**src/hdl/periodic_grid_stencil_unit_top_defines.svh**
```systemverilog
// Assertion macros shared by the stencil unit RTL
`ifndef PERIODIC_GRID_STENCIL_UNIT_TOP_DEFINES_SVH
`define PERIODIC_GRID_STENCIL_UNIT_TOP_DEFINES_SVH
`ifndef SYNTHESIS
`define PGSU_ASSERT_SAME(lbl, ante, cons, msg) \
  lbl: assert property (@(posedge clk) disable iff (!rst_n) (ante) |-> (cons)) else $error(msg);
`define PGSU_ASSERT_NEXT(lbl, ante, cons, msg) \
  lbl: assert property (@(posedge clk) disable iff (!rst_n) (ante) |=> (cons)) else $error(msg);
`else
`define PGSU_ASSERT_SAME(lbl, ante, cons, msg)
`define PGSU_ASSERT_NEXT(lbl, ante, cons, msg)
`endif
`endif

```
**src/hdl/pgsu_pkg.sv**
```systemverilog
// Package: types, constants and stencil tap tables of the stencil unit
`default_nettype none
package pgsu_pkg;

  localparam int GRID_SIZE  = 64;
  localparam int IDX_W      = $clog2(GRID_SIZE);
  localparam int PER_POINT  = 4;
  localparam int ADDR_W     = 2 * IDX_W + $clog2(PER_POINT);
  localparam int DEPTH      = GRID_SIZE * GRID_SIZE * PER_POINT;
  localparam int CFG_W      = 31;
  localparam int FIFO_DEPTH = 2;
  localparam int ACC_W      = 38;
  localparam int GAIN_W     = 62;
  localparam int PROD_W     = ACC_W + GAIN_W;

  // register indexes
  localparam logic [1:0] IDX_INV_DX    = 2'd0;
  localparam logic [1:0] IDX_INV_DX_SQ = 2'd1;
  localparam logic [1:0] IDX_DISS_GAIN = 2'd2;

  // input function codes
  localparam logic [2:0] FN_WRITE  = 3'd0;
  localparam logic [2:0] FN_FIRST  = 3'd1;
  localparam logic [2:0] FN_LAP    = 3'd2;
  localparam logic [2:0] FN_SECOND = 3'd3;
  localparam logic [2:0] FN_UPWIND = 3'd4;
  localparam logic [2:0] FN_DISS   = 3'd5;

  typedef enum logic [3:0] {
    OP_NONE, OP_WRITE, OP_FIRST, OP_LAP, OP_PURE2, OP_MIXED,
    OP_UP_POS, OP_UP_NEG, OP_DISS
  } op_t;

  typedef enum logic [1:0] {G_DX, G_DXSQ, G_DISS, G_UPWIND} gsel_t;

  typedef enum logic [3:0] {
    B_IDLE, B_WRITE, B_TAPS, B_GAIN, B_MUL, B_ROUND, B_DIV, B_SAT, B_DONE
  } bstate_t;

  typedef struct packed {
    op_t               op;
    logic              err;
    logic [IDX_W-1:0]  row;
    logic [IDX_W-1:0]  col;
    logic [1:0]        rank;
    logic [1:0]        comp;
    logic              dir;
    logic              flip;
    logic [5:0]        kshift;
    logic              div12;
    gsel_t             gsel;
    logic [31:0]       shift_mag;
    logic [31:0]       sample;
  } cmd_t;

  typedef struct packed {
    logic full;
    logic empty;
  } fifo_stat_t;

  typedef struct packed {
    logic [CFG_W-1:0] inv_dx;
    logic [CFG_W-1:0] inv_dx_sq;
    logic [CFG_W-1:0] diss_gain;
  } cfg_t;

  typedef struct packed {
    logic signed [2:0] dr;
    logic signed [2:0] dc;
    logic signed [5:0] coef;
  } tap_t;

  function automatic tap_t mk_tap(logic signed [2:0] dr, logic signed [2:0] dc,
                                  logic signed [5:0] coef);
    tap_t t;
    t.dr = dr;
    t.dc = dc;
    t.coef = coef;
    return t;
  endfunction

  // tap offset k along one axis
  function automatic tap_t along(logic dir, logic signed [2:0] k,
                                 logic signed [5:0] coef);
    tap_t t;
    t = dir ? mk_tap(3'sd0, k, coef) : mk_tap(k, 3'sd0, coef);
    return t;
  endfunction

  function automatic logic [3:0] tap_count(op_t op);
    logic [3:0] n;
    unique case (op)
      OP_FIRST:  n = 4'd2;
      OP_LAP:    n = 4'd5;
      OP_PURE2:  n = 4'd3;
      OP_MIXED:  n = 4'd4;
      OP_UP_POS: n = 4'd5;
      OP_UP_NEG: n = 4'd5;
      OP_DISS:   n = 4'd9;
      default:   n = 4'd0;
    endcase
    return n;
  endfunction

  // stencil tap j of an operation
  function automatic tap_t tap_of(op_t op, logic dir, logic [3:0] j);
    tap_t t;
    t = mk_tap(3'sd0, 3'sd0, 6'sd0);
    unique case (op)
      OP_FIRST: begin
        t = (j == 4'd0) ? along(dir, 3'sd1, 6'sd1) : along(dir, -3'sd1, -6'sd1);
      end
      OP_LAP: begin
        unique case (j)
          4'd0:    t = mk_tap(3'sd0, 3'sd0, -6'sd4);
          4'd1:    t = along(1'b0, 3'sd1, 6'sd1);
          4'd2:    t = along(1'b0, -3'sd1, 6'sd1);
          4'd3:    t = along(1'b1, 3'sd1, 6'sd1);
          default: t = along(1'b1, -3'sd1, 6'sd1);
        endcase
      end
      OP_PURE2: begin
        unique case (j)
          4'd0:    t = mk_tap(3'sd0, 3'sd0, -6'sd2);
          4'd1:    t = along(dir, 3'sd1, 6'sd1);
          default: t = along(dir, -3'sd1, 6'sd1);
        endcase
      end
      OP_MIXED: begin
        unique case (j)
          4'd0:    t = mk_tap(3'sd1, 3'sd1, 6'sd1);
          4'd1:    t = mk_tap(3'sd1, -3'sd1, -6'sd1);
          4'd2:    t = mk_tap(-3'sd1, 3'sd1, -6'sd1);
          default: t = mk_tap(-3'sd1, -3'sd1, 6'sd1);
        endcase
      end
      OP_UP_POS: begin
        unique case (j)
          4'd0:    t = along(dir, 3'sd3, 6'sd1);
          4'd1:    t = along(dir, 3'sd2, -6'sd6);
          4'd2:    t = along(dir, 3'sd1, 6'sd18);
          4'd3:    t = mk_tap(3'sd0, 3'sd0, -6'sd10);
          default: t = along(dir, -3'sd1, -6'sd3);
        endcase
      end
      OP_UP_NEG: begin
        unique case (j)
          4'd0:    t = along(dir, -3'sd3, -6'sd1);
          4'd1:    t = along(dir, -3'sd2, 6'sd6);
          4'd2:    t = along(dir, -3'sd1, -6'sd18);
          4'd3:    t = mk_tap(3'sd0, 3'sd0, 6'sd10);
          default: t = along(dir, 3'sd1, 6'sd3);
        endcase
      end
      OP_DISS: begin
        unique case (j)
          4'd0:    t = along(1'b0, 3'sd2, 6'sd1);
          4'd1:    t = along(1'b0, 3'sd1, -6'sd4);
          4'd2:    t = along(1'b0, -3'sd1, -6'sd4);
          4'd3:    t = along(1'b0, -3'sd2, 6'sd1);
          4'd4:    t = along(1'b1, 3'sd2, 6'sd1);
          4'd5:    t = along(1'b1, 3'sd1, -6'sd4);
          4'd6:    t = along(1'b1, -3'sd1, -6'sd4);
          4'd7:    t = along(1'b1, -3'sd2, 6'sd1);
          default: t = mk_tap(3'sd0, 3'sd0, 6'sd12);
        endcase
      end
      default: t = mk_tap(3'sd0, 3'sd0, 6'sd0);
    endcase
    return t;
  endfunction

endpackage
`default_nettype wire

```
**src/hdl/pgsu_front.sv**
```systemverilog
// Front end: accepts input words and classifies them into commands
`default_nettype none
module pgsu_front
  import pgsu_pkg::*;
(
  input  wire logic        in_tvalid,
  output logic             in_tready,
  input  wire logic [87:0] in_tdata,  // row, col, tensor_rank, component, dir_first,
                                      // dir_second, shift_value, sample_value, zero pad
  input  wire logic [2:0]  in_tuser,  // func
  input  wire fifo_stat_t  stat,
  output logic             push,
  output cmd_t             cmd
);

  logic [2:0]  func;
  logic [1:0]  rank;
  logic [1:0]  comp;
  logic        d1;
  logic        d2;
  logic [31:0] shift;
  logic        bad;

  assign func  = in_tuser;
  assign rank  = in_tdata[13:12];
  assign comp  = in_tdata[15:14];
  assign d1    = in_tdata[16];
  assign d2    = in_tdata[17];
  assign shift = in_tdata[49:18];

  assign in_tready = !stat.full;
  assign push      = in_tvalid && !stat.full;

  // component must lie below DIM^rank; rank three is invalid
  always_comb begin
    unique case (rank)
      2'd0:    bad = (comp != 2'd0);
      2'd1:    bad = comp[1];
      2'd2:    bad = 1'b0;
      default: bad = 1'b1;
    endcase
  end

  // classification
  always_comb begin
    cmd           = '0;
    cmd.op        = OP_NONE;
    cmd.gsel      = G_DX;
    cmd.row       = in_tdata[5:0];
    cmd.col       = in_tdata[11:6];
    cmd.rank      = rank;
    cmd.comp      = comp;
    cmd.dir       = d1;
    cmd.sample    = in_tdata[81:50];
    cmd.shift_mag = shift[31] ? (~shift + 32'd1) : shift;
    cmd.kshift    = 6'd16;
    if (func <= FN_DISS) begin
      if (bad) begin
        cmd.err = 1'b1;
      end else begin
        unique case (func)
          FN_WRITE: cmd.op = OP_WRITE;
          FN_FIRST: begin
            cmd.op     = OP_FIRST;
            cmd.kshift = 6'd17;
          end
          FN_LAP: begin
            cmd.op   = OP_LAP;
            cmd.gsel = G_DXSQ;
          end
          FN_SECOND: begin
            cmd.gsel = G_DXSQ;
            if (d1 == d2) begin
              cmd.op = OP_PURE2;
            end else begin
              cmd.op     = OP_MIXED;
              cmd.kshift = 6'd18;
            end
          end
          FN_UPWIND: begin
            cmd.gsel   = G_UPWIND;
            cmd.kshift = 6'd32;
            cmd.div12  = 1'b1;
            cmd.flip   = shift[31];
            // zero shift gives zero
            if (shift != 32'd0) begin
              cmd.op = shift[31] ? OP_UP_NEG : OP_UP_POS;
            end
          end
          default: begin
            cmd.op   = OP_DISS;
            cmd.gsel = G_DISS;
            cmd.flip = 1'b1;
          end
        endcase
      end
    end
  end

endmodule
`default_nettype wire

```
**config.mk**
```make
export PLATFORM = sky130hd
export DESIGN_NAME = pgsu_front
export DESIGN_NICKNAME = d
export VERILOG_FILES = /design/src/hdl/periodic_grid_stencil_unit_top_defines.svh /design/src/hdl/pgsu_pkg.sv /design/src/hdl/pgsu_front.sv
export SDC_FILE = /design/constraint.sdc
export NUM_CORES = 1
export LEC_CHECK = 0
export CORE_AREA = 5 5 71 73
export DETAILED_ROUTE_END_ITERATION = 12
export DIE_AREA = 0 0 76 78
export DONT_BUFFER_PORTS = 1
export PLACE_DENSITY_LB_ADDON = 0.12
export SLEW_MARGIN = 20
export SYNTH_ARGS = -nofsm -noshare
export SYNTH_HDL_FRONTEND = slang
export SYNTH_SLANG_ARGS = --single-unit
```
**constraint.sdc**
```tcl
create_clock -name vclk -period 1.8
set_input_delay 0.18 -clock vclk [all_inputs]
set_output_delay 0.18 -clock vclk [all_outputs]
set_load 0.05 [all_outputs]
```
Yosys cells after proc, flatten, opt, wreduce, memory -nomap -nowiden
Cells that the tools add are included.
{"block": "op_classes", "add_sub_neg": 1, "n_lt_le_gt_ge": 1, "eq_ne": 7, "n_mux": 16, "n_bitwise": 1, "n_reduce_logical": 9}
{"cell": "$add A32 B1 Y32 const B", "count": 1}
{"cell": "$mux W32", "count": 1}
{"cell": "$not A32 Y32", "count": 1}
{"cell": "$reduce_bool A32 Y1", "count": 1}
{"cell": "$mux W10", "count": 2}
{"cell": "$pmux W4 S5", "count": 1}
{"cell": "$pmux W6 S3", "count": 1}
{"cell": "$eq A3 B2 Y1 const B", "count": 2}
{"cell": "$pmux W2 S3", "count": 1}
{"cell": "$mux W5", "count": 1}
{"cell": "$mux W1", "count": 4}
{"cell": "$mux W4", "count": 1}
{"cell": "$reduce_or A2 Y1", "count": 2}
{"cell": "$reduce_or A4 Y1", "count": 1}
{"cell": "$eq A3 B1 Y1 const B", "count": 1}
{"cell": "$eq A3 B3 Y1 const B", "count": 1}
{"cell": "$le A3 B3 Y1 const B", "count": 1}
{"cell": "$logic_not A3 Y1", "count": 1}
{"cell": "$mux W3", "count": 1}
{"cell": "$pmux W1 S3", "count": 1}
{"cell": "$eq A2 B1 Y1 const B", "count": 1}
{"cell": "$eq A2 B2 Y1 const B", "count": 1}
{"cell": "$logic_not A2 Y1", "count": 1}
{"cell": "$mux W2", "count": 1}
{"cell": "other kinds (5)", "count": 5}
{"block": "totals", "register_bits": 0, "input_bits": 94, "out_inout_bits": 98, "elab_cells": 35}

Longest topological paths before layout
Gate-level depths: netlist of run 1.
{"block": "depth", "word_depth": 5, "depth_mapped": 7, "mapped_depth_nobuf": 6}

Least setup slack after synthesis of run 1
OpenSTA, ideal clock, no wires.
{"block": "synth_timing", "path_type": "input to output", "from": "in in_tdata[29]", "to": "out cmd[63] (netlist bit)", "arrival_time_ps": 2404, "required_time_ps": 1620, "path_slack_ps": -784, "path_stages": 4, "path_buffers": 1, "path_cell_list": "nor4_4 nand4b_1 buf_6 nor4_1"}
{"element": "start: declaration", "line_no": "pgsu_front.sv:8", "source": "input wire logic [87:0] in_tdata,"}
{"element": "end: declaration", "line_no": "pgsu_front.sv:13", "source": "output cmd_t cmd"}

==> results of run 1 <==
final timing paths:
path,start,endpoint,slack [ns],cells after the start
max,in_tdata[45],cmd[62],0.02,5
min,in_tdata[50],cmd[0],0.36,0
per-stage QoR:
stage / setup slack, ns / hold WS [ns] / instance area, um2 / setup TNS, ns / power, mW
2_1_floorplan: -0.2091 / 0.4611 / 1598 / -0.4471 / 0.8244
3_3_place_gp: -0.03266 / 0.3603 / 1627 / -0.07826 / 0.6459
3_5_place_dp: -0.04930 / 0.3603 / 1627 / -0.1798 / 0.6478
4_1_cts: 0.002268 / 0.3603 / 1695 / 0 / 0.6623
5_1_grt: -0.07337 / 0.3601 / 1815 / -0.4500 / 0.6969
6_report: 0.02441 / 0.3600 / 1815 / 0 / 0.6687
per-layer routing:
| layer | vias to the layer above | routed length [um] | global-route usage |
|---|---|---|---|
| met5 | - | 0 | 0 |
| met4 | 0 | 133 | 0.04093 |
| met3 | 26 | 584 | 0.05671 |
| met2 | 91 | 2059 | 0.2098 |
| met1 | 546 | 1405 | 0.1186 |
| li1 | 567 | - | - |
Yosys cell counts:
master and number:
o41ai_1 4, o21a_1 2, o41ai_4 1, nor4_2 1, nand2_1 13, o311ai_0 1, nand3_1 7, or2_2 1
xor2_1 2, nor2b_1 4, nor3b_1 2, ha_1 1, nor4_1 4, a21oi_1 2, buf_6 1, or3_1 3
buf_4 52, xnor2_1 29, conb_1 1, nor4_4 1, o21ai_0 7, nor2_1 6, or2b_1 2, nor3b_2 1
clkbuf_1 5, nand3b_1 1, o41ai_2 4, nand4b_1 1, nor3_1 3, nor3_2 1, buf_2 2, inv_1 7
o31ai_2 1, nand2b_1 3, a41oi_1 1, o31ai_1 9
power groups by stage:
stage	combinational, mW	sequential, mW	clock [mW]
global placement	0.646	0	0
floorplan	0.824	0	0
global route	0.697	0	0
CTS	0.662	0	0
finish	0.669	0	0
detailed placement	0.648	0	0
cells by family after synthesis:
family          share of synthesized area
other cells                      0.002783
xor+xnor                           0.2015
fa+ha+maj                        0.009284
simple gates                       0.2358
buf+inv                            0.3389
compound gates                     0.2117
what timing repair did:
action | CTS | global route
cloned | 0 | 1
pin swaps | 5 | 5
hold buffers | 0 | 0
buffers inserted | 0 | 2
resized for setup | 8 | 14
endpoints found under the setup margin | 7 | 17
area by class of cell:
cell class | instances | area [um2]
Timing Repair Buffer | 48 | 444.2
Inverter | 7 | 31.28
Fill cell | 441 | 2479
Multi-Input combinational cell | 120 | 1275
Tap cell | 52 | 65.06
==> results.json, run 1 <==
{
  "status": "finished, final reports clean",
  "layout.clock_buffers": 0,
  "die_area_um2": 5928,
  "sequentialPowerShare": 0,
  "num_antenna_cells": 0,
  "netlist_area_um2": 1348,
  "fin_crit_sh": 0.9864,
  "holdCritPathClass": "input port to primary output",
  "synth_area_per_cell_um2": 7.245,
  "start_kind": "input port",
  "p_int_uw": 235.1,
  "gp_congestion": 0.7264,
  "dp_cells": 224,
  "synth_seq_area_share": 0,
  "synthTopCellsByArea": "buf_4, xnor2_1, o31ai_1",
  "post_drt_via_cell_ratio": 5.419,
  "layout_common_cells": "buf_4, xnor2_2, nand2_1",
  "portBuffers": 0,
  "drv_cap": 0,
  "switching_share": 0.6485,
  "drt_iter0_drc": 15,
  "routed_wl_um": 4183,
  "ys_warn_count": 0,
  "grt_pass1_wl_um": 6203,
  "synth_top_area_frac": 0.2897,
  "fmax_ghz": 0.5632,
  "die_y_um": 78,
  "area_growth_pct": 34.73,
  "synthDistinctLibCells": 36,
  "worstSetupPathType": "input port to primary output",
  "instances_no_fill": 227,
  "p_switching_uw": 433.7,
  "rsz0062_at_grt": "true",
  "final-seq-area_um2": 0,
  "rows": 24,
  "final_common_cell": "buf_4",
  "cp_top_family": "simple AND/OR/NAND/NOR gates",
  "die_w_um": 76,
  "avgRoutedWirePerCell_um": 18.43,
  "slew_headroom": 0.5419,
  "drt_pre_antenna_iters": 4,
  "nets": 272,
  "slowest_stage": "o41ai_4",
  "slew_viol_final": 0,
  "dp_hpwl_um": 3350,
  "ant_nets": 0,
  "grt.total_usage": 0.1174,
  "grt_start_max_net_pins": 36,
  "num_vias": 1230,
  "worst_ir_drop_vdd_uv": 151.4,
  "start_util": 0.3138,
  "hold_viol": 0,
  "cp_max_fo": 4,
  "netlist_instances": 186,
  "drive_above_1_share": 0.5714,
  "synth_top_area_cell": "buf_4",
  "worst_pin_slew_ns": 0.6837,
  "seq_cells": 0,
  "required_ns": 1.62,
  "layout_min_cycle_time_ns": 1.776,
  "overflow": 0,
  "cp-end-kind": "primary output",
  "report.final.setup_viol": 0,
  "fin_util": 0.4228,
  "clkPwrFrac": 0,
  "arrival_ns": 1.60,
  "p_per_area_nw_per_um2": 368.3,
  "cpPeakStageDelay_ns": 0.40,
  "drc_errors": 0,
  "pwr-share-comb": 1.000,
  "crit_path_cell_trace": "or2_2 -> or3_1 -> o41ai_4 -> xnor2_2 -> buf_12",
  "cellLeakagePower_nw": 0.7617,
  "cp.buffers_inverters": 1,
  "antenna_found_initial": 0,
  "ios": 192,
  "core_area_um2": 4294,
  "grt_pass1_vias": 1226
}
(Power assumes the default switching activity.)
==> run 2: changes to the inputs <==
Settings changed: ABC_AREA set to 1, CORE_AREA 5 5 71 73 to 5 5 72 74, DIE_AREA 0 0 76 78 to 0 0 77 79.
==> run 2 against run 1 <==
  * Via count up 29%
  * Die area up 2.6%
  * Flip-flop and latch count unchanged
  * Critical path type unchanged
==> results.json, run 2 <==
{
  "avgRoutedWirePerCell_um": 12.95,
  "final_common_cell": "nand2_1",
  "hold_viol": 0,
  "cts-hold-fix-buffers": 0,
  "final-seq-area_um2": 0,
  "worstSetupPathType": "input port to primary output",
  "synthDistinctLibCells": 25,
  "seq_cells": 0,
  "layout.clock_buffers": 0,
  "ant_nets": 0,
  "fmax_ghz": 0.6342,
  "synthMuxAreaShare": 0,
  "overflow": 0,
  "routed_wl_um": 4300,
  "crit_path_cell_trace": "inv_1 -> ha_1 -> nand3_1 -> nor2_1 -> nand2_1 -> nand2_2 -> nand2_1 -> xor2_2 -> buf_12",
  "drt_iter0_drc": 63,
  "area_growth_pct": 1.515,
  "die_area_um2": 6083,
  "grt_start_max_net_pins": 32,
  "status": "finished, final reports clean",
  "ios": 192,
  "synth_top_area_frac": 0.2488,
  "synth_xor_area_frac": 0.1228,
  "core_area_um2": 4536,
  "cts_resized": 0,
  "netlist_instances": 292,
  "num_vias": 1583,
  "nets": 375,
  "fillers": 544,
  "layout_min_cycle_time_ns": 1.577,
  "gp_congestion": 0.8231,
  "worst_ir_drop_vdd_uv": 133.7,
  "netlist_area_um2": 1569,
  "portBuffers": 0,
  "synth_top_family_by_area": "simple AND/OR/NAND/NOR gates",
  "drive_above_1_share": 0.2230,
  "cp_common_cell": "nand2_1",
  "synth_area_per_cell_um2": 5.373,
  "pwr-share-comb": 1.000,
  "holdCritPathClass": "input port to primary output",
  "num_antenna_cells": 0,
  "drv_cap": 0,
  "synth_adder_area_share": 0.007974,
  "ys_warn_count": 0,
  "slowest_stage": "ha_1",
  "drc_errors": 0,
  "multi_input_comb_area_um2": 1049,
  "synthSimpleGateAreaFrac": 0.4386,
  "grt_pass1_wl_um": 7010,
  "start_kind": "input port",
  "worst_hold_slack_ns": 0.3600,
  "synthTopCellsByArea": "buf_4, nand2_1, nor2_1",
  "required_ns": 1.62,
  "drt_pre_antenna_iters": 4,
  "clkPwrFrac": 0,
  "dp_hpwl_um": 3781,
  "grt_pass1_vias": 1566,
  "die_y_um": 79,
  "cpPeakStageDelay_ns": 0.20,
  "cp-end-kind": "primary output",
  "layout_common_cells": "nand2_1, nor2_1, buf_4",
  "arrival_ns": 1.40,
  "post_drt_via_cell_ratio": 4.768,
  "finalPower_uw": 630.1,
  "fin_crit_sh": 0.8760,
  "sequentialPowerShare": 0,
  "slew_viol_final": 0,
  "grt.total_usage": 0.1322,
  "synth_top_area_cell": "buf_4",
  "cp_max_fo": 5,
  "rows": 25,
  "postCtsSetupRepairBufs": 0,
  "synth.most_common_cell": "nand2_1",
  "report.final.setup_viol": 0,
  "antenna_found_initial": 0,
  "synth_common_cells": "nand2_1, buf_4, nor2_1",
  "cellLeakagePower_nw": 0.8066,
  "die_w_um": 77,
  "p_int_uw": 184.8,
  "synth_compound_area_frac": 0.08293,
  "p_switching_uw": 445.3,
  "p_per_area_nw_per_um2": 395.6,
  "start_util": 0.3459,
  "rsz0062_at_grt": "false",
  "timing.setup.tns_ns": 0,
  "switching_share": 0.7067,
  "synth_seq_area_share": 0
}
==> run 2: final timing paths <==
path                     start      end  cells after the start
setup / recovery  in_tdata[18]  cmd[52]                      9
hold / removal    in_tdata[50]   cmd[0]                      0
==> run 2: logic make-up after synthesis <==
logic type      after synthesis
simple gates                154
buf+inv                      91
compound gates               23
xor+xnor                     22
fa+ha+maj                     1
other cells                   1
==> run 2: layer usage <==
metal,part of all wire,global-route usage
met1,0.42,0.1627
met2,0.46,0.2317
met3,0.13,0.04989
met4,0.0023,0.003436
met5,0,0
==> run 2: power groups by stage <==
stage	clock, mW	sequential (mW)	combinational [mW]
final	0	0	0.630
after global routing	0	0	0.672
after CTS	0	0	0.637
after floorplan	0	0	0.782
after detailed placement	0	0	0.636
after global placement	0	0	0.635
==> run 2: final cells by class <==
type               instances  share of cell area
inverters                 35             0.08248
multi-input cells        202              0.6583
well taps                 54             0.04242
repair buffers            41              0.2168
==> run 2: critical path: cells and delay by family <==
family	cells	cell delay, ns
buffers and inverters	2	0.21
xor gates and xnor gates	1	0.18
adders and majority gates	1	0.20
and+or+nand+nor	5	0.62
==> run 2: through the flow <==
step | std cells | util | setup slack [ns] | cell area, um2
after floorplan | 293 | - | 0.01755 | 1590
after global placement | 332 | 0.3512 | 0.2251 | 1593
after detailed placement | 332 | 0.3512 | 0.2042 | 1593
after CTS | 332 | 0.3512 | 0.2009 | 1593
after global routing | 332 | 0.3512 | 0.04122 | 1593
final | 332 | 0.3512 | 0.2231 | 1593
==> run 3: changes to the inputs <==
Settings changed: ABC_AREA 1 to not set.
==> run 3 against run 2 <==
  * The run now ends with negative setup slack left
  * First-iteration DRC count is 68% lower
  * Setup slack worse by 0.22 ns
  * Highest routed layer unchanged
  * Largest power group unchanged
  * Cell area is 30% higher
  * Utilization is 11 points higher
  * Non-clock buffer count is 18 higher
  * Global-route usage is 0.15 points lower
  * Via count is 18% lower
==> results.json, run 3 (same netlist as run 1, synthesis figures left out) <==
{
  "overflow": 0,
  "drt_iter0_drc": 20,
  "switching_share": 0.6220,
  "cp_max_fo": 5,
  "required_ns": 1.62,
  "num_vias": 1298,
  "instances_no_fill": 240,
  "violations": "negative setup slack",
  "area_growth_pct": 54.22,
  "layout.clock_buffers": 0,
  "seq_cells": 0,
  "layout_common_cells": "buf_4, xnor2_2, nand2_1",
  "die_w_um": 77,
  "routed_wl_um": 4744,
  "nets": 283,
  "fin_crit_sh": 1.000,
  "finalInstanceArea_um2": 2078,
  "cp-end-kind": "primary output",
  "ant_nets": 0,
  "p_int_uw": 270.4,
  "final-seq-area_um2": 0,
  "holdCritPathClass": "input port to primary output",
  "slowest_stage": "nor4_4",
  "pwr-share-comb": 1.000,
  "grt.total_usage": 0.1307,
  "antenna_found_initial": 0,
  "status": "finished, violations left",
  "slew_viol_final": 0,
  "num_antenna_cells": 0,
  "clkPwrFrac": 0,
  "drc_errors": 0,
  "dp_hpwl_um": 3700,
  "cpPeakStageDelay_ns": 0.31,
  "layout_min_cycle_time_ns": 1.801,
  "place_area_um2": 1684,
  "p_per_area_nw_per_um2": 344.2,
  "cellLeakagePower_nw": 0.8812,
  "die_area_um2": 6083,
  "rsz0062_at_grt": "true",
  "drv_cap": 0,
  "report.final.setup_viol": 1,
  "post_drt_via_cell_ratio": 5.408,
  "ios": 192,
  "grt_pass1_vias": 1308,
  "final_common_cell": "buf_4",
  "avgRoutedWirePerCell_um": 19.77,
  "worst_ir_drop_vdd_uv": 176.5,
  "worstSetupPathType": "input port to primary output",
  "drt_pre_antenna_iters": 4,
  "slew_headroom": 0.5616,
  "worst_pin_slew_ns": 0.6544,
  "arrival_ns": 1.62,
  "p_switching_uw": 445.0,
  "rows": 25,
  "start_kind": "input port",
  "gp_congestion": 0.7804,
  "die_y_um": 79,
  "drive_above_1_share": 0.6022,
  "fmax_ghz": 0.5553,
  "start_util": 0.2971,
  "worst_hold_slack_ns": 0.3600,
  "portBuffers": 0,
  "hold_viol": 0,
  "grt_pass1_wl_um": 6762,
  "crit_path_cell_trace": "nor4_4 -> nand4b_1 -> buf_6 -> o41ai_4 -> buf_4 -> xnor2_4",
  "grt_start_max_net_pins": 36,
  "dp_cells": 230,
  "sequentialPowerShare": 0,
  "core_area_um2": 4536,
  "fin_ws_ns": -0.0008996
}
==> run 3: changes by cell type in the layout (fill, tap and decap cells not counted), moves of 7 or more <==
cell	change
buf_4	+7
inv_1	-29
nand2_1	-55
nand3_1	-19
nor2_1	-34
nor2_2	-9
o41ai_4	+7
xnor2_2	+14
xnor2_4	+8
xor2_1	-12
==> run 3: metal layers <==
layer  vias to the layer above  share of wire  global-route usage
met4                         0          0.012             0.01890
li1                        598              -                   -
met3                        10           0.13             0.06349
met1                       591           0.31              0.1230
met5                         -              0                   0
met2                        99           0.54              0.2581
==> run 3: cell type report <==
| class | instances | area, um2 |
|---|---|---|
| well taps | 54 | 67.56 |
| multi-input cells | 120 | 1383 |
| repair buffers | 59 | 570.5 |
| fillers | 424 | 2457 |
| inverters | 7 | 57.56 |
==> run 3: power groups by stage <==
| stage | registers [mW] | clock network (mW) | logic (mW) |
|---|---|---|---|
| floorplan | 0 | 0 | 0.824 |
| global placement | 0 | 0 | 0.666 |
| detailed placement | 0 | 0 | 0.669 |
| CTS | 0 | 0 | 0.683 |
| global route | 0 | 0 | 0.745 |
| finish | 0 | 0 | 0.715 |
==> run 3: worst paths after layout <==
| check | from | to | slack [ns] | cells after the start |
|---|---|---|---|---|
| max | in_tdata[30] | cmd[57] | -0.0009 | 6 |
| min | in_tdata[75] | cmd[25] | 0.36 | 0 |
==> run 3: worst max-delay path: cells and delay by family <==
kind / cells / cell delay (ns)
xor+xnor: 1 / 0.20
buf+inv: 2 / 0.38
simple gates: 2 / 0.54
compound gates: 1 / 0.31
==> run 3: per-stage QoR <==
| stage | utilization | setup WS [ns] | TNS (ns) | power (mW) |
|---|---|---|---|---|
| finish | 0.4582 | -0.0008996 | -0.0008996 | 0.7154 |
| global route | 0.4582 | -0.07893 | -0.7039 | 0.7454 |
| CTS | 0.3870 | -0.02843 | -0.1026 | 0.6825 |
| detailed placement | 0.3713 | -0.07086 | -0.3401 | 0.6694 |
| global placement | 0.3713 | -0.03496 | -0.07187 | 0.6660 |
| floorplan | - | -0.2091 | -0.4471 | 0.8244 |
==> run 3: what timing repair did <==
item / in CTS / in global routing
setup endpoints to repair: 11 / 16
cloned: 0 / 2
resized for setup: 7 / 40
hold buffers: 0 / 0
setup buffers: 1 / 7
pin swaps: 5 / 18
