[config.mk]
export PLATFORM = sky130hd
export DESIGN_NAME = pgsu_fifo
export DESIGN_NICKNAME = d
export VERILOG_FILES = /design/src/hdl/periodic_grid_stencil_unit_top_defines.svh /design/src/hdl/pgsu_pkg.sv /design/src/hdl/pgsu_fifo.sv
export SDC_FILE = /design/constraint.sdc
export NUM_CORES = 1
export LEC_CHECK = 0
export BUFFER_PORTS_ARGS = -buffer_cell sky130_fd_sc_hd__clkbuf_2
export CORE_MARGIN = 2
export CORE_UTILIZATION = 47
export CTS_BUF_LIST = sky130_fd_sc_hd__clkbuf_16
export CTS_CLUSTER_SIZE = 40
export DETAILED_ROUTE_END_ITERATION = 16
export PLACE_DENSITY = 0.85
export SETUP_SLACK_MARGIN = 0.1
export SLEW_MARGIN = 20
export SYNTH_ARGS = -nofsm -noshare
export SYNTH_HDL_FRONTEND = slang
export SYNTH_SLANG_ARGS = --single-unit
[constraint.sdc]
create_clock -name clk -period 5.67 [get_ports clk]
set_clock_uncertainty 0.15 [all_clocks]
set_input_delay 0.2835 -clock clk [delete_from_list [all_inputs] [get_ports clk]]
set_output_delay 0.2835 -clock clk [all_outputs]
set_load 0.03 [all_outputs]
[src/hdl/periodic_grid_stencil_unit_top_defines.svh]
// Assertion macros shared by the stencil unit RTL
`ifndef PERIODIC_GRID_STENCIL_UNIT_TOP_DEFINES_SVH
`define PERIODIC_GRID_STENCIL_UNIT_TOP_DEFINES_SVH
`ifndef SYNTHESIS
`define PGSU_ASSERT_SAME(lbl, ante, cons, msg) \
  lbl: assert property (@(posedge clk) disable iff (!rst_n) (ante) |-> (cons)) else $error(msg);
`define PGSU_ASSERT_NEXT(lbl, ante, cons, msg) \
  lbl: assert property (@(posedge clk) disable iff (!rst_n) (ante) |=> (cons)) else $error(msg);
`else
`define PGSU_ASSERT_SAME(lbl, ante, cons, msg)
`define PGSU_ASSERT_NEXT(lbl, ante, cons, msg)
`endif
`endif

[src/hdl/pgsu_pkg.sv]
// Package: types, constants and stencil tap tables of the stencil unit
`default_nettype none
package pgsu_pkg;

  localparam int GRID_SIZE  = 64;
  localparam int IDX_W      = $clog2(GRID_SIZE);
  localparam int PER_POINT  = 4;
  localparam int ADDR_W     = 2 * IDX_W + $clog2(PER_POINT);
  localparam int DEPTH      = GRID_SIZE * GRID_SIZE * PER_POINT;
  localparam int CFG_W      = 31;
  localparam int FIFO_DEPTH = 2;
  localparam int ACC_W      = 38;
  localparam int GAIN_W     = 62;
  localparam int PROD_W     = ACC_W + GAIN_W;

  // register indexes
  localparam logic [1:0] IDX_INV_DX    = 2'd0;
  localparam logic [1:0] IDX_INV_DX_SQ = 2'd1;
  localparam logic [1:0] IDX_DISS_GAIN = 2'd2;

  // input function codes
  localparam logic [2:0] FN_WRITE  = 3'd0;
  localparam logic [2:0] FN_FIRST  = 3'd1;
  localparam logic [2:0] FN_LAP    = 3'd2;
  localparam logic [2:0] FN_SECOND = 3'd3;
  localparam logic [2:0] FN_UPWIND = 3'd4;
  localparam logic [2:0] FN_DISS   = 3'd5;

  typedef enum logic [3:0] {
    OP_NONE, OP_WRITE, OP_FIRST, OP_LAP, OP_PURE2, OP_MIXED,
    OP_UP_POS, OP_UP_NEG, OP_DISS
  } op_t;

  typedef enum logic [1:0] {G_DX, G_DXSQ, G_DISS, G_UPWIND} gsel_t;

  typedef enum logic [3:0] {
    B_IDLE, B_WRITE, B_TAPS, B_GAIN, B_MUL, B_ROUND, B_DIV, B_SAT, B_DONE
  } bstate_t;

  typedef struct packed {
    op_t               op;
    logic              err;
    logic [IDX_W-1:0]  row;
    logic [IDX_W-1:0]  col;
    logic [1:0]        rank;
    logic [1:0]        comp;
    logic              dir;
    logic              flip;
    logic [5:0]        kshift;
    logic              div12;
    gsel_t             gsel;
    logic [31:0]       shift_mag;
    logic [31:0]       sample;
  } cmd_t;

  typedef struct packed {
    logic full;
    logic empty;
  } fifo_stat_t;

  typedef struct packed {
    logic [CFG_W-1:0] inv_dx;
    logic [CFG_W-1:0] inv_dx_sq;
    logic [CFG_W-1:0] diss_gain;
  } cfg_t;

  typedef struct packed {
    logic signed [2:0] dr;
    logic signed [2:0] dc;
    logic signed [5:0] coef;
  } tap_t;

  function automatic tap_t mk_tap(logic signed [2:0] dr, logic signed [2:0] dc,
                                  logic signed [5:0] coef);
    tap_t t;
    t.dr = dr;
    t.dc = dc;
    t.coef = coef;
    return t;
  endfunction

  // tap offset k along one axis
  function automatic tap_t along(logic dir, logic signed [2:0] k,
                                 logic signed [5:0] coef);
    tap_t t;
    t = dir ? mk_tap(3'sd0, k, coef) : mk_tap(k, 3'sd0, coef);
    return t;
  endfunction

  function automatic logic [3:0] tap_count(op_t op);
    logic [3:0] n;
    unique case (op)
      OP_FIRST:  n = 4'd2;
      OP_LAP:    n = 4'd5;
      OP_PURE2:  n = 4'd3;
      OP_MIXED:  n = 4'd4;
      OP_UP_POS: n = 4'd5;
      OP_UP_NEG: n = 4'd5;
      OP_DISS:   n = 4'd9;
      default:   n = 4'd0;
    endcase
    return n;
  endfunction

  // stencil tap j of an operation
  function automatic tap_t tap_of(op_t op, logic dir, logic [3:0] j);
    tap_t t;
    t = mk_tap(3'sd0, 3'sd0, 6'sd0);
    unique case (op)
      OP_FIRST: begin
        t = (j == 4'd0) ? along(dir, 3'sd1, 6'sd1) : along(dir, -3'sd1, -6'sd1);
      end
      OP_LAP: begin
        unique case (j)
          4'd0:    t = mk_tap(3'sd0, 3'sd0, -6'sd4);
          4'd1:    t = along(1'b0, 3'sd1, 6'sd1);
          4'd2:    t = along(1'b0, -3'sd1, 6'sd1);
          4'd3:    t = along(1'b1, 3'sd1, 6'sd1);
          default: t = along(1'b1, -3'sd1, 6'sd1);
        endcase
      end
      OP_PURE2: begin
        unique case (j)
          4'd0:    t = mk_tap(3'sd0, 3'sd0, -6'sd2);
          4'd1:    t = along(dir, 3'sd1, 6'sd1);
          default: t = along(dir, -3'sd1, 6'sd1);
        endcase
      end
      OP_MIXED: begin
        unique case (j)
          4'd0:    t = mk_tap(3'sd1, 3'sd1, 6'sd1);
          4'd1:    t = mk_tap(3'sd1, -3'sd1, -6'sd1);
          4'd2:    t = mk_tap(-3'sd1, 3'sd1, -6'sd1);
          default: t = mk_tap(-3'sd1, -3'sd1, 6'sd1);
        endcase
      end
      OP_UP_POS: begin
        unique case (j)
          4'd0:    t = along(dir, 3'sd3, 6'sd1);
          4'd1:    t = along(dir, 3'sd2, -6'sd6);
          4'd2:    t = along(dir, 3'sd1, 6'sd18);
          4'd3:    t = mk_tap(3'sd0, 3'sd0, -6'sd10);
          default: t = along(dir, -3'sd1, -6'sd3);
        endcase
      end
      OP_UP_NEG: begin
        unique case (j)
          4'd0:    t = along(dir, -3'sd3, -6'sd1);
          4'd1:    t = along(dir, -3'sd2, 6'sd6);
          4'd2:    t = along(dir, -3'sd1, -6'sd18);
          4'd3:    t = mk_tap(3'sd0, 3'sd0, 6'sd10);
          default: t = along(dir, 3'sd1, 6'sd3);
        endcase
      end
      OP_DISS: begin
        unique case (j)
          4'd0:    t = along(1'b0, 3'sd2, 6'sd1);
          4'd1:    t = along(1'b0, 3'sd1, -6'sd4);
          4'd2:    t = along(1'b0, -3'sd1, -6'sd4);
          4'd3:    t = along(1'b0, -3'sd2, 6'sd1);
          4'd4:    t = along(1'b1, 3'sd2, 6'sd1);
          4'd5:    t = along(1'b1, 3'sd1, -6'sd4);
          4'd6:    t = along(1'b1, -3'sd1, -6'sd4);
          4'd7:    t = along(1'b1, -3'sd2, 6'sd1);
          default: t = mk_tap(3'sd0, 3'sd0, 6'sd12);
        endcase
      end
      default: t = mk_tap(3'sd0, 3'sd0, 6'sd0);
    endcase
    return t;
  endfunction

endpackage
`default_nettype wire

[src/hdl/pgsu_fifo.sv]
// Command queue between front and back end
`default_nettype none
module pgsu_fifo
  import pgsu_pkg::*;
(
  input  wire logic  clk,
  input  wire logic  rst_n,
  input  wire logic  push,
  input  wire cmd_t  din,
  input  wire logic  pop,
  output cmd_t       dout,
  output fifo_stat_t stat
);

  localparam int PTR_W = $clog2(FIFO_DEPTH);
  localparam int CNT_W = $clog2(FIFO_DEPTH + 1);

  cmd_t             ent_r [FIFO_DEPTH];
  logic [PTR_W-1:0] wr_r, wr_nxt;
  logic [PTR_W-1:0] rd_r, rd_nxt;
  logic [CNT_W-1:0] cnt_r, cnt_nxt;

  assign stat.full  = (cnt_r == CNT_W'(FIFO_DEPTH));
  assign stat.empty = (cnt_r == '0);
  assign dout       = ent_r[rd_r];

  // pointer and count update
  always_comb begin
    wr_nxt  = wr_r;
    rd_nxt  = rd_r;
    cnt_nxt = cnt_r;
    if (push) begin
      wr_nxt = (wr_r == PTR_W'(FIFO_DEPTH - 1)) ? '0 : wr_r + PTR_W'(1);
    end
    if (pop) begin
      rd_nxt = (rd_r == PTR_W'(FIFO_DEPTH - 1)) ? '0 : rd_r + PTR_W'(1);
    end
    if (push && !pop) begin
      cnt_nxt = cnt_r + CNT_W'(1);
    end else if (pop && !push) begin
      cnt_nxt = cnt_r - CNT_W'(1);
    end
  end

  always_ff @(posedge clk) begin
    if (!rst_n) begin
      wr_r  <= '0;
      rd_r  <= '0;
      cnt_r <= '0;
    end else begin
      wr_r  <= wr_nxt;
      rd_r  <= rd_nxt;
      cnt_r <= cnt_nxt;
    end
  end

  // entry storage
  always_ff @(posedge clk) begin
    if (push) begin
      ent_r[wr_r] <= din;
    end
  end

endmodule
`default_nettype wire

# [After elaboration in Yosys (flattened, before gate mapping)]
# Memories as Yosys holds them, arrays and structs flattened. A register that Yosys moved wholly into a read port is not among the register bits.
# Cells that the tools add are included.
[op_classes] reduce_logical=6 n_mux=8 n_addsub=4 eq_ne=1
[op_table] cell="1-bit 2-to-1 mux" n=6
[op_table] cell="2-bit 2-to-1 mux" n=2
[op_table] cell="1-bit adder (second input constant)" n=2
[op_table] cell="2-bit by 1-bit adder with 2-bit output (second input constant)" n=1
[op_table] cell="2-bit == test (second input constant)" n=1
[op_table] cell="1-bit logical AND" n=2
[op_table] cell="1-bit zero test" n=2
[op_table] cell="2-bit zero test" n=1
[op_table] cell="2-bit nonzero test" n=1
[op_table] cell="2-bit by 1-bit subtractor with 2-bit output (second input constant)" n=1
[word_totals] ram_bits=192 input_bits=100 ff_bits=4 n_memories=1 out_inout_bits=98 elab_cells=23
[mem_list] name="ent_r" depth=2 width=96 rd=1 rd_ports_with_merged_regs=1 write_ports=1 line_no="pgsu_fifo.sv:18" rtl="cmd_t ent_r [FIFO_DEPTH];"

# [Depth between registers and ports, before layout]
# Gate-level depths: netlist (run 1).
[logic_depth] word_depth=4 mapped_depth=5 ltp_nobuf=5

# [Worst setup path after synthesis (run 1)]
# No wires, ideal clock.
[synth_timing] path_kind="reg-to-reg" startpoint="register wr_r" endpoint="memory ent_r[0][0] (netlist bit) (enable)" arrival_time_ns=4.570 synth_period_minus_slack_ns=5.283 path_stages_with_launch=2 required_time_ns=4.957 slack_ns=0.387 setup_ns=0.563 path_buffers=0 path_cell_list="dfxtp_1 nor2b_1"
[synth_rtl] item="from (decl)" line_no="pgsu_fifo.sv:19" rtl="logic [PTR_W-1:0] wr_r, wr_nxt;"
[synth_rtl] item="from (signal assigned)" line_no="pgsu_fifo.sv:51" rtl="wr_r <= wr_nxt;"
[synth_rtl] item="to (decl)" line_no="pgsu_fifo.sv:18"
# Straight into the memory's write port.

==> key figures, run 1 <==
Outcome
  – Status: complete, no violations

Global routing
  – Overall Global Routing Usage: 17.8%
  – First-pass GRT wire length: 22100 um
  – Congestion Overflow GR: 0
  – Vias in the first global route: 4510
  – Initial antenna violation count: 0
  – Largest net degree at the start of global routing: 54

Die
  – Die width: 129 um
  – Chip height: 129 um
  – # rows: 45
  – Initial Utilization: 48.1%
  – I/O pin count: 198
  – CORE AREA: 15300 sq um
  – Die area: 16600 sq um

Synthesis
  – Mean Syn Cell Area: 22.9 sq um
  – Synth warn: 0
  – Yosys top cell area share: 78.5%
  – Seq/Total Area, Yosys: 79.9%
  – Cell with the most instances after synthesis: edfxtp_1
  – Syn Nets: 422
  – Mapped Area: 7340 sq um
  – Most frequent cells after synthesis: 192 x edfxtp_1, 56 x mux2_2, 40 x mux2_4, 5 x buf_2, 5 x dfxtp_1
  – Area leader, netlist: edfxtp_1
  – EDFF count, synth: 192
  – Synth unique cells: 19
  – Mapped Cells: 321
  – Synthesized flop and latch total: 197
  – Most area-consuming cells after synthesis: edfxtp_1 79%, mux2_2 8.6%, mux2_4 8.2%
  – Asr flop ratio synth: 0%
  – Post-synth top flop: edfxtp_1

Clock network
  – CTS Sinks: 197
  – Root buf cell: clkbuf_16
  – CTS clk-pin slew, worst paths: 0.06 ns
  – H-tree levels: 4
  – Clock latency on the worst-skew pair: 0.42 ns
  – CTS buffer count: 17
  – TritonCTS clock tree: yes
  – CTS max path bufs: 2
  – Setup bufs post-CTS: 0

Cells and area
  – Final-stage net count: 728
  – Post-layout util: 65.6%
  – Fraction of layout cells with a size suffix above 1: 50.9%
  – # diodes: 0
  – Layout area overhead: 36.2%

Timing
  – Count of final hold-check violations: 0
  – Setup TNS: 0 ns
  – Least-Margin Pin Slew: 0.797 ns
  – RSZ-0062 raised after global routing: no
  – Relative slew slack: 46.9%
  – Fin crit period: 3.05 ns
  – Pins Over Slew Limit: 0
  – Endpoints failing setup: 0
  – Max Clk Rate: 328 MHz
  – Tcrit/Tclk final: 53.8%

Detailed routing
  – Drt first-iter violations: 194
  – Vias per cell: 4.78
  – Vias post-DR: 4066
  – DRT antenna net count: 0
  – Drt total wl: 14600 um
  – Avg WL per Cell: 17.1 um
  – # DRC: 0
  – Drt first pass iters: 5

Flow run
  – Max-cap violations: 0

Power
  – PwrDens: 328 nW/um^2
  – Max IR drop VDD: 209 uV
  – Leak: 0.00393 uW

Setup path
  – Worst Path Buf+Inv: 2
  – Critical path's top delay family: buffers and inverters
  – Crit start category: flop
  – CP Data Arrival Time: 2.62 ns
  – R2r setup slk: 3.46 ns
  – Largest stage delay, worst path: 0.80 ns
  – Critical Path Slowest Stage Cell: dfxtp_4
  – CP endpoint kind: output port
  – Setup CP Type: reg -> out
  – Worst r2r src: wr_r
  – Worst-path cell chain: buf_4, mux2_2, clkbuf_2
  – R2r endpoint: ent_r[1][41]
  – CP Capture Point: dout[80]
  – CP required: 5.24 ns
  – Worst r2r path cells: 2
  – Crit path depth: 3
  – Crit Path Max Fanout: 51

Placed design
  – Port bufs: 197
  – Detailed placement HPWL: 8450 um
  – Final GP Congestion: 0.690

Min path
  – HP Class: in -> reg
  – Hold Startpoint: pop
## how the worst min path moves through the flow
stage / endpoint / slack [ns] / cells past startpoint
CTS: flop / 0.06 / 3
detailed placement: ent_r[1][90] / 0.33 / 1
global placement: ent_r[1][83] / 0.32 / 1
global route: wr_r / 0.08 / 3
finish: flop / 0.08 / 3
floorplan: ent_r[0][0] / 0.23 / 0
## cell usage in the layout, fill, tap and decap left out
cell type	instances
edfxtp_1	192
clkinv_2	3
mux2_2	56
dlygate4sd3_1	97
nor2b_1	2
dfxtp_1	4
dfxtp_4	1
bufinv_16	1
clkinv_4	2
clkinv_1	2
o21ai_0	1
nor2_1	1
clkinvlp_4	2
or3_1	1
inv_1	5
and2_4	1
ha_1	1
xor2_1	2
buf_4	4
clkbuf_2	197
o21a_1	1
clkbuf_16	17
and2_1	3
a21boi_1	1
xnor2_1	1
mux2_4	40
nor2b_4	1
## stage by stage
step                      cells  setup WS, ns  total power (uW)  hold slack (ns)  instance area [sq um]
after detailed placement    722          3.00              2190            0.326                   8510
after floorplan             321         0.387              2070            0.232                   7340
after CTS                   850          2.55              3310           0.0615                  10000
final                       850          2.62              3290           0.0811                  10000
after global routing        850          2.46              3400           0.0811                  10000
after global placement      722          3.08              2180            0.322                   8510
## power breakdown
| group | switching [uW] | leakage, uW | internal (uW) |
|---|---|---|---|
| registers | 34.8 | 0.00184 | 1680 |
| logic | 287 | 0.00181 | 212 |
| clock network | 478 | 0.000268 | 591 |
## repair_timing
item,4_1_cts,5_1_grt
endpoints found under the hold margin,196,0
hold buffers,97,0
resized for setup,0,0
## cell families after synthesis
logic type,synth area share (%)
buffers and inverters,1.84
adder cells (fa/ha/maj),0.170
multiplexers,16.8
AND/OR/NAND/NOR,0.733
XOR/XNOR,0.358
AO/OA/AOI/OAI,0.273
flip-flops,79.9
## worst register-to-register path: cells and delay by family, from the launching register on
| family | cells | cell delay [ns] |
|---|---|---|
| buffers and inverters | 1 | 0.71 |
| flip-flops | 1 | 0.39 |
| AND/OR/NAND/NOR | 1 | 0.57 |
## state kept, by name, indices dropped and copies added, names as in the netlist, named ones only
name,flops
ent_r,192
rd_r,1
wr_r,1
cnt_r,2
## metal layers
metal / vias up / wire, um / global-route usage [%]
li1: 1879 / - / -
met1: 1986 / 5520 / 19.1
met2: 173 / 7870 / 32.9
met3: 28 / 883 / 5.11
met4: 0 / 291 / 7.03
met5: - / 0 / 0
## layout make-up
type / instances / area (sq um)
clock buffer: 17 / 425
clock inverter: 14 / 100
fill: 1029 / 5260
inverter: 1 / 3.75
multi-input combinational: 112 / 1350
sequential: 197 / 5870
tap: 211 / 264
timing repair buffer: 298 / 1990
Note: power is estimated with default switching activity, not from simulation.
==> run 2, diff against run 1 <==
==> constraint.sdc (replaced) <==
create_clock -name clk -period 2.7 [get_ports clk]
set_clock_uncertainty 0.15 [all_clocks]
set_input_delay 0.135 -clock clk [delete_from_list [all_inputs] [get_ports clk]]
set_output_delay 0.135 -clock clk [all_outputs]
set_load 0.03 [all_outputs]
==> run 2 against run 1 <==
Compared with the run above:
- sequential power rose by 110%
- global-route usage rose by 0.12 points
- first-iteration DRC count rose by 37%
- highest routed layer unchanged
- largest cell class unchanged
==> key figures, run 2 (synthesized netlist as in run 1, its figures left out) <==
Outcome
  – Status: complete, no violations

Setup path
  – CP required: 2.41 ns
  – CP endpoint kind: output port
  – CP Data Arrival Time: 1.79 ns
  – Setup CP Type: reg -> out
  – Crit Path Max Fanout: 44
  – Crit start category: flop

Detailed routing
  – Drt total wl: 15100 um
  – DRT antenna net count: 0
  – Vias per cell: 4.77
  – Avg WL per Cell: 17.6 um
  – # DRC: 0
  – Vias post-DR: 4084
  – Drt first pass iters: 4
  – Drt first-iter violations: 265

Global routing
  – Congestion Overflow GR: 0
  – Initial antenna violation count: 0
  – Largest net degree at the start of global routing: 45
  – Vias in the first global route: 4344
  – First-pass GRT wire length: 22000 um
  – Overall Global Routing Usage: 17.9%

Timing
  – RSZ-0062 raised after global routing: no
  – Endpoints failing setup: 0
  – Least-Margin Pin Slew: 0.597 ns
  – Tcrit/Tclk final: 77.0%
  – Pins Over Slew Limit: 0
  – PnR worst setup slack: 0.622 ns
  – Max Clk Rate: 481 MHz
  – Hold slack: 0.116 ns
  – Relative slew slack: 60.2%
  – Count of final hold-check violations: 0
  – Fin crit period: 2.08 ns
  – Setup TNS: 0 ns

Die
  – I/O pin count: 198
  – # rows: 45
  – CORE AREA: 15300 sq um
  – Die width: 129 um
  – Die area: 16600 sq um
  – Chip height: 129 um
  – Initial Utilization: 48.1%

Power
  – PwrDens: 714 nW/um^2
  – Reg power frac: 49.3%
  – Clk pwr share: 35.7%
  – Leak: 0.00399 uW
  – Logic pwr share: 15.0%
  – P_int: 5530 uW
  – Switching Share: 23.9%
  – Max IR drop VDD: 542 uV
  – Sw Pwr: 1730 uW

Placed design
  – Dpl ws: 1.00 ns
  – Port bufs: 197
  – Detailed placement HPWL: 8960 um
  – Final GP Congestion: 0.728

Flow run
  – Max-cap violations: 0

Cells and area
  – Most common cell after layout, fill and taps aside: clkbuf_2
  – Fraction of layout cells with a size suffix above 1: 51.6%
  – Post-layout util: 66.7%
  – # fillers: 985
  – Most frequent cells in the layout: 197 x clkbuf_2, 192 x edfxtp_1, 99 x dlygate4sd3_1
  – Max FFs per register: 192
  – Reg with most FFs: ent_r
  – Top Registers: ent_r (192), cnt_r (2)
  – # diodes: 0
  – Final-stage net count: 734
  – Layout area overhead: 38.5%

Clock network
  – PostCTS Resize Cnt: 0
  – Clock latency on the worst-skew pair: 0.42 ns
  – TritonCTS clock tree: yes
  – Root buf cell: clkbuf_16
  – CTS max path bufs: 2
  – CTS Sinks: 197
  – CTS clk-pin slew, worst paths: 0.07 ns
  – CTS buffer count: 17
  – H-tree levels: 4

Min path
  – HP Class: in -> reg
[run 2: changes by cell type in the layout (fill, tap and decap cells not counted), moves of 2 or more]
cell	change
inv_1	-4
buf_12	+3
bufinv_16	+3
clkinv_4	-2
dlygate4sd3_1	+2
inv_6	+2
[run 2: final timing paths]
| check | from | to | slack, ns | cells past startpoint |
|---|---|---|---|---|
| max | flop | dout[27] | 0.62 | 3 |
| min | push | cnt_r[1] | 0.12 | 4 |
| max reg2reg | wr_r | wr_r | 0.77 | 4 |
| min reg2reg | cnt_r[1] | cnt_r[1] | 0.39 | 2 |
[run 2: area by class of cell]
class	instances	area, sq um	share of cell area, %
Multi-Input combinational cell	112	1350	13.3
Inverter	1	3.75	0.0369
Clock inverter	14	183	1.80
Clock buffer	17	425	4.18
Tap cell	211	264	2.60
Sequential cell	197	5870	57.7
Timing Repair Buffer	304	2070	20.4
[run 2: stage by stage]
step	power (uW)	instance area [sq um]	instances
global route	7500	10200	856
global placement	4590	8570	726
CTS	7300	10200	856
floorplan	4330	7350	321
detailed placement	4620	8570	726
finish	7270	10200	856
[run 2: power groups by stage]
stage	Clock, uW	Combinational, uW	Sequential (uW)
6_report	2590	1090	3580
5_1_grt	2760	1150	3590
4_1_cts	2630	1090	3580
3_5_place_dp	0	971	3650
3_3_place_gp	0	949	3640
2_1_floorplan	0	704	3630
[run 2: critical path, stage by stage, from the launching register on]
cell and delay, ns:
dfxtp_4 0.46, buf_12 0.27, mux2_2 0.40, clkbuf_2 0.19
[run 2: routing by layer]
| metal | global-route usage [%] | share of wire, % | up-vias |
|---|---|---|---|
| met2 | 32.6 | 54 | 156 |
| met4 | 5.18 | 1.4 | 0 |
| met1 | 20.0 | 39 | 2018 |
| li1 | - | - | 1891 |
| met3 | 5.99 | 6.1 | 19 |
| met5 | 0 | 0 | - |
[run 2: repair_timing]
action                                 4_1_cts  5_1_grt
setup endpoints to repair                    0        0
buffers inserted                             0        0
hold buffers                                99        0
endpoints found under the hold margin      197        0
==> run 3, diff against run 2 <==
==> constraint.sdc (replaced) <==
create_clock -name clk -period 1.9 [get_ports clk]
set_clock_uncertainty 0.15 [all_clocks]
set_input_delay 0.095 -clock clk [delete_from_list [all_inputs] [get_ports clk]]
set_output_delay 0.095 -clock clk [all_outputs]
set_load 0.03 [all_outputs]
==> run 3 against run 2 <==
Compared with the run above:
- final cell count is 1.4% higher
- critical endpoint is now dout[30]
- largest cell class unchanged
- hold slack is essentially flat
- via count is 4.1% higher
- clock-buffer cell count unchanged
- combinational power increased by 110%
- register-to-register slack lost 0.53 ns
- largest power group unchanged
==> key figures, run 3 (synthesized netlist as in run 1, its figures left out) <==
Global routing
  – Overall Global Routing Usage: 20.2%
  – Initial antenna violation count: 0
  – Largest net degree at the start of global routing: 59
  – Congestion Overflow GR: 0
  – First-pass GRT wire length: 24600 um
  – Vias in the first global route: 4602

Detailed routing
  – Vias post-DR: 4250
  – Drt total wl: 17500 um
  – Max Used Layer: met4
  – Drt first pass iters: 4
  – Met3 wire len: 1010 um
  – Met2 routed WL: 9800 um
  – DRT antenna net count: 0
  – Drt first-iter violations: 248
  – Avg WL per Cell: 20.2 um
  – # DRC: 0
  – Vias per cell: 4.90
  – M1 WL: 6440 um

Timing
  – Setup TNS: 0 ns
  – Tcrit/Tclk final: 99.8%
  – Count of final hold-check violations: 0
  – Endpoints failing setup: 0
  – Fin crit period: 1.90 ns
  – Relative slew slack: 76.9%
  – Pins Over Slew Limit: 0
  – Max Clk Rate: 528 MHz
  – Least-Margin Pin Slew: 0.346 ns
  – RSZ-0062 raised after global routing: yes

Min path
  – HP Class: in -> reg
  – Hold endpoint: ent_r[1][11]
  – Hold Startpoint: push
  – Hold Crit Depth: 2

Cells and area
  – Top Registers: ent_r (192), cnt_r (2)
  – Layout area overhead: 55.8%
  – Post-layout util: 75.0%
  – Final-stage net count: 745
  – Most common cell after layout, fill and taps aside: edfxtp_1
  – Most frequent cells in the layout: 192 x edfxtp_1, 101 x clkbuf_2, 99 x dlygate4sd3_1
  – # diodes: 0
  – Fraction of layout cells with a size suffix above 1: 52.5%
  – Reg with most FFs: ent_r
  – Max FFs per register: 192

Clock network
  – Root buf cell: clkbuf_16
  – H-tree levels: 4
  – CTS max path bufs: 2
  – CTS clk-pin slew, worst paths: 0.07 ns
  – Clock latency on the worst-skew pair: 0.42 ns
  – CTS Sinks: 197
  – CTS buffer count: 17
  – TritonCTS clock tree: yes

Outcome
  – Status: complete, no violations

Setup path
  – CP endpoint kind: output port
  – Setup CP Type: reg -> out
  – Crit start category: flop
  – R2r endpoint: wr_r
  – Worst r2r path cells: 4
  – Worst r2r src: wr_r
  – R2r setup slk: 0.24 ns
  – CP required: 1.65 ns
  – Crit Path Max Fanout: 31
  – CP Data Arrival Time: 1.65 ns

Die
  – I/O pin count: 198
  – Initial Utilization: 48.1%
  – Die area: 16600 sq um
  – Chip height: 129 um
  – CORE AREA: 15300 sq um
  – Die width: 129 um
  – # rows: 45

Power
  – PwrDens: 932 nW/um^2
  – Leak: 0.00453 uW
  – Max IR drop VDD: 714 uV

Flow run
  – Max-cap violations: 0

Placed design
  – Final GP Congestion: 0.734
  – Detailed placement HPWL: 8620 um
  – Port bufs: 197
## run 3: how the worst max path moves through the flow
stage / from / to / slack, ns / cells after the start
floorplan: wr_r / ent_r[0][0] / -0.43 / 1
global placement: flop / dout[88] / 0.36 / 3
detailed placement: flop / dout[81] / 0.33 / 3
CTS: flop / dout[27] / -0.02 / 3
global route: flop / dout[32] / -0.05 / 3
finish: flop / dout[30] / 0.005 / 3
## run 3: worst max-delay path, stage by stage (launching register included)
cell and delay [ns]:
dfxtp_4 0.43, buf_16 0.23, mux2_2 0.37, clkbuf_4 0.18
## run 3: where the power goes
part,leakage (uW),internal [uW],switching [uW]
clock network,0.000266,1790,1530
logic,0.00242,1190,1050
registers,0.00184,5020,78.3
## run 3: layer usage
layer | up-vias | global-route usage [%]
li1 | 1917 | -
met3 | 20 | 6.03
met1 | 2142 | 22.5
met5 | - | 0
met4 | 0 | 6.91
met2 | 171 | 36.9
## run 3: final cells by class
| class | count | area, sq um |
|---|---|---|
| fillers | 854 | 3820 |
| flip-flops and latches | 197 | 5870 |
| multi-input cells | 112 | 1490 |
| well taps | 211 | 264 |
| repair buffers | 315 | 3270 |
| clock buffers | 17 | 425 |
| clock inverters | 15 | 113 |
| inverters | 1 | 3.75 |
## run 3: per-stage QoR
stage               hold WS, ns  total power, uW  instance area (sq um)  worst slack, ns  std cells
global placement          0.134             6540                   8620            0.361        725
detailed placement        0.137             6580                   8620            0.332        725
CTS                      0.0841            10400                  11100          -0.0205        863
floorplan                0.0439             6160                   7350           -0.425        321
global route              0.108            11000                  11400          -0.0547        868
finish                    0.116            10700                  11400          0.00459        868
## run 3: timing repair
item	4_1_cts	5_1_grt
hold buffers	99	0
pin swaps	0	0
setup buffers	4	1
endpoints found under the hold margin	197	0
setup endpoints to repair	88	96
gates resized for setup	195	120
gates cloned	3	4
